`src/hw/rtl/hnps_pkg.sv`:
```
// ----------------------------------------------------------------------------
// hnps_pkg
// Shared types, constants and helpers of the node placement selector.
// ----------------------------------------------------------------------------
package hnps_pkg;

  localparam int NODES   = 64;
  localparam int IDX_W   = $clog2(NODES);
  localparam int CNT_W   = $clog2(NODES + 1);
  localparam int ID_W    = 16;
  localparam int UTIL_W  = 17;
  localparam int KABS_W  = 7;
  localparam int DRAW_W  = 16;
  localparam int CIDX_W  = 3;
  localparam int CDAT_W  = 17;
  localparam int KEY_W   = UTIL_W + ID_W + IDX_W;

  localparam logic [CIDX_W-1:0] REG_SPREAD_THR = 3'd0;
  localparam logic [CIDX_W-1:0] REG_TOPK_ABS   = 3'd1;
  localparam logic [CIDX_W-1:0] REG_TOPK_FRAC  = 3'd2;
  localparam logic [CIDX_W-1:0] REG_AVOID_GPU  = 3'd3;
  localparam logic [CIDX_W-1:0] REG_AVOID_LOC  = 3'd4;
  localparam logic [CIDX_W-1:0] REG_REQ_AVAIL  = 3'd5;

  typedef struct packed {
    logic [ID_W-1:0]   ident;
    logic              alive;
    logic              has_gpu;
    logic              feasible;
    logic              available;
    logic              available_loose;
    logic [UTIL_W-1:0] util;
  } rec_t;

  typedef struct packed {
    rec_t             rec;
    logic [IDX_W-1:0] lidx;
    logic             in_a;
    logic             in_u;
    logic             is_pref;
    logic             member;
    logic [IDX_W-1:0] rank;
  } ent_t;

  typedef enum logic [2:0] {
    CELL_HOLD,
    CELL_LOAD,
    CELL_PREP,
    CELL_SEL,
    CELL_ROT
  } cell_op_t;

  typedef struct packed {
    cell_op_t          op;
    logic              non_gpu;
    logic              avoid_local;
    logic              has_pref;
    logic [IDX_W-1:0]  pref_idx;
    logic              sel_u;
    logic [UTIL_W-1:0] thr;
  } cell_ctl_t;

  typedef enum logic [2:0] {
    ST_IDLE,
    ST_PREP,
    ST_SEL,
    ST_ROT,
    ST_EVAL,
    ST_MOD,
    ST_PICK,
    ST_DONE
  } state_t;

  function automatic logic [UTIL_W-1:0] score_of(input logic [UTIL_W-1:0] u,
                                                 input logic [UTIL_W-1:0] thr);
    score_of = (u < thr) ? '0 : u;
  endfunction

  function automatic logic [KEY_W-1:0] key_of(input ent_t e, input logic [UTIL_W-1:0] thr);
    key_of = {score_of(e.rec.util, thr), e.rec.ident, e.lidx};
  endfunction

endpackage

```
`src/hw/rtl/hnps_cell.sv`:
```
// ----------------------------------------------------------------------------
// hnps_cell
// One table entry of the selector chain: holds a node record, filters it for
// a pass and counts its rank while the chain rotates past the head.
// ----------------------------------------------------------------------------
module hnps_cell (
  input  logic               clk,
  input  hnps_pkg::cell_ctl_t ctl,
  input  logic               pos_valid,
  input  hnps_pkg::ent_t     prev,
  input  hnps_pkg::ent_t     head,
  output hnps_pkg::ent_t     ent
);

  hnps_pkg::ent_t ent_r;
  hnps_pkg::ent_t ent_nxt;
  logic           ok;
  logic           pref;
  logic           av;

  always_comb begin
    pref    = ctl.has_pref && (ent_r.lidx == ctl.pref_idx);
    ok      = pos_valid && !(ctl.avoid_local && pref) && ent_r.rec.alive &&
              !(ctl.non_gpu && ent_r.rec.has_gpu) && ent_r.rec.feasible;
    av      = pref ? ent_r.rec.available_loose : ent_r.rec.available;
    ent_nxt = ent_r;
    case (ctl.op)
      hnps_pkg::CELL_LOAD: ent_nxt = prev;
      hnps_pkg::CELL_PREP: begin
        ent_nxt.in_a    = ok && av;
        ent_nxt.in_u    = ok && !av;
        ent_nxt.is_pref = pos_valid && pref;
        ent_nxt.member  = 1'b0;
        ent_nxt.rank    = '0;
      end
      hnps_pkg::CELL_SEL: ent_nxt.member = ctl.sel_u ? ent_r.in_u : ent_r.in_a;
      hnps_pkg::CELL_ROT: begin
        // The record arriving from the neighbor is ranked against the head.
        ent_nxt = prev;
        if (head.member && prev.member &&
            (hnps_pkg::key_of(head, ctl.thr) < hnps_pkg::key_of(prev, ctl.thr))) begin
          ent_nxt.rank = prev.rank + 1'b1;
        end
      end
      default: ent_nxt = ent_r;
    endcase
  end

  always_ff @(posedge clk) begin
    ent_r <= ent_nxt;
  end

  assign ent = ent_r;

endmodule

```
`config.mk`:
```
export PLATFORM = sky130hd
export DESIGN_NAME = hnps_cell
export DESIGN_NICKNAME = d
export VERILOG_FILES = /design/src/hw/rtl/hnps_pkg.sv /design/src/hw/rtl/hnps_cell.sv
export SDC_FILE = /design/constraint.sdc
export NUM_CORES = 1
export LEC_CHECK = 0
export BUFFER_PORTS_ARGS = -buffer_cell sky130_fd_sc_hd__buf_2
export CELL_PAD_IN_SITES_DETAIL_PLACEMENT = 0
export CELL_PAD_IN_SITES_GLOBAL_PLACEMENT = 1
export CORE_UTILIZATION = 37
export CTS_CLUSTER_SIZE = 40
export DETAILED_ROUTE_END_ITERATION = 8
export HOLD_SLACK_MARGIN = 0.02
export PLACE_DENSITY_LB_ADDON = 0.1
export SKIP_LAST_GASP = 1
export SLEW_MARGIN = 15
export SYNTH_ARGS = -nofsm -noshare
export SYNTH_HDL_FRONTEND = slang
export SYNTH_SLANG_ARGS = --single-unit
```
`constraint.sdc`:
```
create_clock -name clk -period 9.5 [get_ports clk]
set_input_delay 1.425 -clock clk [delete_from_list [all_inputs] [get_ports clk]]
set_output_delay 1.425 -clock clk [all_outputs]
set_load 0.03 [all_outputs]
```
* Word-level counts from Yosys, hierarchy flattened
Cells that the tools add are included.
** Word-level totals
- Register bits after elaboration :: 54
- Memories kept :: 0
- Output and inout bits :: 54
- RAM bits :: 0
- ROM bits :: 0
- Latch bits :: 0
** Cells by class
- Add/subtract/negate cells :: 1
- Reductions and logical operators :: 19
- Multipliers :: 0
- Equal/unequal tests :: 5
- Shift-type cells :: 0
- Multiplexer cells :: 8
- Divide/modulo/power cells :: 0
- Bitwise gates (word level) :: 0
- Magnitude comparators :: 3
** Operator list (number)
- 39-bit less-than comparator :: 1
- 17-bit less-than comparator :: 2
- 17-bit 2-to-1 mux :: 2
- 6-bit one-hot mux with 3 select lines :: 1
- 1-bit logical AND :: 12
- 6-bit by 1-bit adder with 6-bit output (second input constant) :: 1
- 3-bit by 2-bit == test with 1-bit output (second input constant) :: 2
- 6-bit == test :: 1
- 6-bit 2-to-1 mux :: 1
- 3-bit one-hot mux with 2 select lines :: 1
- 3-bit nonzero test :: 2
- 3-bit by 1-bit == test with 1-bit output (second input constant) :: 1
- 3-bit == test (second input constant) :: 1
- 1-bit zero test :: 3
- 1-bit one-hot mux with 3 select lines :: 1
- 1-bit 2-to-1 mux :: 2
- 2-bit nonzero test :: 1
- 2-bit OR reduction :: 1

* Logic depth before layout (Yosys ltp)
- Word-level depth :: 10
- Gate-level depth with buffers :: 20
- Depth with buffers taken out :: 17

* Worst setup path before layout
Ideal clock, no wire load.
- Path kind :: input to register
- From :: input port ctl[1] in the netlist's numbering
- To :: register ent_r (netlist bit ent[3]) (data pin)
- Stages on the path :: 18
- Path buffers :: 2
- Library setup time :: 256 ps
- Arrival :: 4619 ps
- Data required time :: 9244 ps
- Slack :: 4625 ps
- Cells stage by stage :: inv_1 ha_1 a21o_1 a21o_1 a211oi_1 o21ai_1 a311oi_4 buf_6 nor3b_1 ha_1 nand4_1 nor4_1 o21ai_0 o2111ai_1 a21oi_1 buf_2 a22o_1 a31o_2
** RTL lines
- from (decl) :: RTL line hnps_cell.sv:8 : input hnps_pkg::cell_ctl_t ctl,
- to (signal assigned) :: RTL line hnps_cell.sv:50 : ent_r <= ent_nxt;
- to (decl) :: RTL line hnps_cell.sv:15 : hnps_pkg::ent_t ent_r;

==> reports/qor.tcl <==
set qor(status) {completed}
set qor(total_congestion_overflow_after_global_routing) 0
set qor(grt_first_pass_wirelength_um) 16300
set qor(hpwlAfterDp_um) 8310
set qor(worst_hold_path.num_cells) 2
set qor(holdBufCountCts) 0
set qor(period_share) 0.602
set qor(maxCapViolCount) 0
set qor(synth-seq-area-share) 0.413
set qor(fill_cells) 1023
set qor(largest_net_degree_at_the_start_of_global_routing) 38
set qor(ir_drop_v) 0.0000607
set qor(detail_route.drc_violations) 0
set qor(initial_utilization) 0.380
set qor(postSynthRegisterBits) 54
set qor(worst_setup_hold_path_clk_slew_ps) 100
set qor(post_synth_main_area_contributors) {sky130_fd_sc_hd__edfxtp_1, sky130_fd_sc_hd__ha_1, sky130_fd_sc_hd__inv_1}
set qor(layout.cell_area.non_filler_um2) 5070
set qor(edff_count_synth) 54
set qor(worst-slew-pin-transition_ps) 930
set qor(detail_route.iter0.violations) 144
set qor(antenna_violations_before_repair) 0
set qor(numCtsBuffers) 5
set qor(critPathLaunchType) {input port}
set qor(drt-total-wl_um) 10100
set qor(setup_viol) 0
set qor(final_layout_size_suffix_gt1_frac) 0.341
set qor(max_ffs_per_register) 54
set qor(critical_path_end_type) {flop}
set qor(cp_slowest_cell) {sky130_fd_sc_hd__a311oi_4}
set qor(synth_area_leader_cell) {sky130_fd_sc_hd__edfxtp_1}
set qor(num_rows) 37
set qor(synth_commonest_cells) {sky130_fd_sc_hd__ha_1, sky130_fd_sc_hd__edfxtp_1, sky130_fd_sc_hd__inv_1}
set qor(antenna_violating_nets_post_route) 0
set qor(worst_r2r_startpoint) {ent[13]}
set qor(clockRootBuffer) {sky130_fd_sc_hd__clkbuf_8}
set qor(timing.critical_path.from) {ctl[1]}
set qor(syn-num-nets) 587
set qor(finalWeightedCongestion) 0.877
set qor(total_power_uw) 654
set qor(hold_slack_ps) 759
set qor(postSynth.asyncResetShare) 0
set qor(numPortBuffers) 179
set qor(chipWidth_um) 105
set qor(floorplan.die_area_um2) 11000
set qor(critical_path.most_common_cell) {sky130_fd_sc_hd__a21o_1}
set qor(min-delay-start) {ent[36]}
set qor(crit_arrival_ps) 5790
set qor(synth.most_common_cell) {sky130_fd_sc_hd__ha_1}
set qor(finalWorstPathRequiredPeriod_ps) 5720
set qor(post_synth.cell_area_avg_um2) 10.4
set qor(cts-root-to-sink-buffers) 2
set qor(yosys_most_used_dff) {sky130_fd_sc_hd__edfxtp_1}
set qor(post_synth_instance_area_um2) 3930
set qor(min_path_type) {flop to flop}
set qor(critical_path.max_stage_delay_ps) 730
set qor(critPathKind) {input port to flop}
set qor(crit_required_ps) 9570
set qor(vias_in_the_first_global_route) 3300
set qor(placeableCoreArea_um2) 10300
set qor(worst-r2r-setup-slack_ps) 7620
set qor(number_of_post_cts_setup_repair_buffers) 0
set qor(grt_setup_unrepaired) {no}
set qor(fin_skew_ps) 4.00
set qor(yosys.area.top_type_share) 0.413
set qor(final_cells) 694
set qor(drt_pre_antenna_iters) 4
set qor(power-per-cell-area_nw_per_um2) 129
set qor(setup_tns_ps) 0
set qor(max_freq_mhz) 175
set qor(p_leak_uw) 0.00252
set qor(clock_latency_at_the_later_pin_of_the_worst_skew_pair_ps) 310
set qor(critPathMaxFanout) 17
set qor(worstRegToRegCells) 5
set qor(ctsResizeCount) 0
set qor(place_inst) 685
set qor(syn_to_final_growth_pct) 29.2
set qor(ys_types) 40
set qor(dr_total_vias) 3413
set qor(groute.usage.overall) 0.190
set qor(die_h_um) 105
set qor(final_net_count) 767
set qor(top_level_ports) 194
set qor(cts_htree_levels) 2
set qor(r2r-end) {ent[9]}
set qor(timing.hold.worst_endpoint) {ent[8]}
set qor(path_cells) {buf_2, inv_1, ha_1, a21o_1, a21o_1, a211oi_1, o21ai_1, a311oi_4, nor3b_1, ha_1, a21o_1, a21o_1, a21oi_1, o2111ai_1, a21oi_1, a41oi_1, a211o_1}
set qor(final_hold_fails) 0
set qor(yosys_warnings) 0
set qor(report.final.slew_viol_count) 0
set qor(placed_cell_area_um2) 4960
set qor(synthesis.instances) 376
set qor(numClockSinks) 54
set qor(detail_route.vias_per_cell) 4.92
set qor(wl_per_instance_um) 14.6
set qor(relSlewSlack) 0.373
set qor(cts_tree) {yes}
==> layer usage <==
layer | up-vias | share of wire | track usage
met3 | 11 | 0.054 | 0.0312
met1 | 1544 | 0.45 | 0.239
met5 | - | 0 | 0
li1 | 1749 | - | -
met4 | 0 | 0.016 | 0.0553
met2 | 109 | 0.48 | 0.333
==> worst max path at each step <==
stage / end / cells after the start
global placement: ent[4] / 17
detailed placement: ent[4] / 17
CTS: ent[4] / 17
floorplan: ent[3] / 18
finish: ent[4] / 17
global route: ent[4] / 17
==> final cells by class <==
| cell class | count | area [um^2] | share of cell area |
|---|---|---|---|
| multi-input combinational | 273 | 2110 | 0.416 |
| sequential | 54 | 1620 | 0.320 |
| timing repair buffer | 181 | 911 | 0.180 |
| tap | 136 | 170 | 0.0335 |
| inverter | 41 | 154 | 0.0303 |
| clock buffer | 7 | 76.3 | 0.0150 |
| clock inverter | 1 | 30.0 | 0.00592 |
| antenna | 1 | 2.50 | 0.000493 |
==> per-stage QoR <==
step            util  worst slack [ps]
6_report       0.491              3780
5_1_grt        0.491              3350
4_1_cts        0.491              3780
3_5_place_dp   0.481              3450
3_3_place_gp   0.481              3520
2_1_floorplan      -              4630
==> power breakdown <==
part	total, uW	internal, uW	switching [uW]
Combinational	209	80.3	128
Sequential	290	284	5.48
Clock	156	79.0	76.5
==> cells in the final DEF (no fill, tap or decap), types with 2 or more instances in the layout <==
cell type,count
sky130_fd_sc_hd__ha_1,71
sky130_fd_sc_hd__a2111oi_0,2
sky130_fd_sc_hd__inv_1,41
sky130_fd_sc_hd__xnor2_1,4
sky130_fd_sc_hd__nand4_1,16
sky130_fd_sc_hd__o21ai_0,18
sky130_fd_sc_hd__nor2_1,11
sky130_fd_sc_hd__nor3_1,4
sky130_fd_sc_hd__a21o_1,19
sky130_fd_sc_hd__nor4_1,2
sky130_fd_sc_hd__buf_4,2
sky130_fd_sc_hd__nand2_1,39
sky130_fd_sc_hd__nand2b_1,7
sky130_fd_sc_hd__xor2_1,4
sky130_fd_sc_hd__o21a_1,2
sky130_fd_sc_hd__a211oi_1,2
sky130_fd_sc_hd__edfxtp_1,54
sky130_fd_sc_hd__buf_2,179
sky130_fd_sc_hd__nor3b_1,17
sky130_fd_sc_hd__a41oi_1,2
sky130_fd_sc_hd__nand3_1,7
sky130_fd_sc_hd__clkbuf_1,2
sky130_fd_sc_hd__a211o_1,5
sky130_fd_sc_hd__a21oi_1,23
sky130_fd_sc_hd__clkbuf_8,5
sky130_fd_sc_hd__o21ai_1,2
==> worst max-delay path, delay by kind of cell <==
family | cells | cell delay [ps]
adders and majority gates | 2 | 630
and+or+nand+nor | 1 | 130
AOI/OAI and AO/OA | 12 | 3480
buffers and inverters | 2 | 110
==> cells by family (layout without fill, tap and decap cells) <==
| kind of cell | after synthesis | count (layout) | synth area share |
|---|---|---|---|
| simple gates | 108 | 108 | 0.143 |
| compound gates | 85 | 85 | 0.144 |
| xor+xnor | 8 | 8 | 0.0178 |
| other cells | 0 | 1 | 0 |
| buf+inv | 49 | 230 | 0.0529 |
| flops | 54 | 54 | 0.413 |
| mux | 1 | 1 | 0.00255 |
| fa+ha+maj | 71 | 71 | 0.226 |
Note: power is estimated with default switching activity, not from simulation.
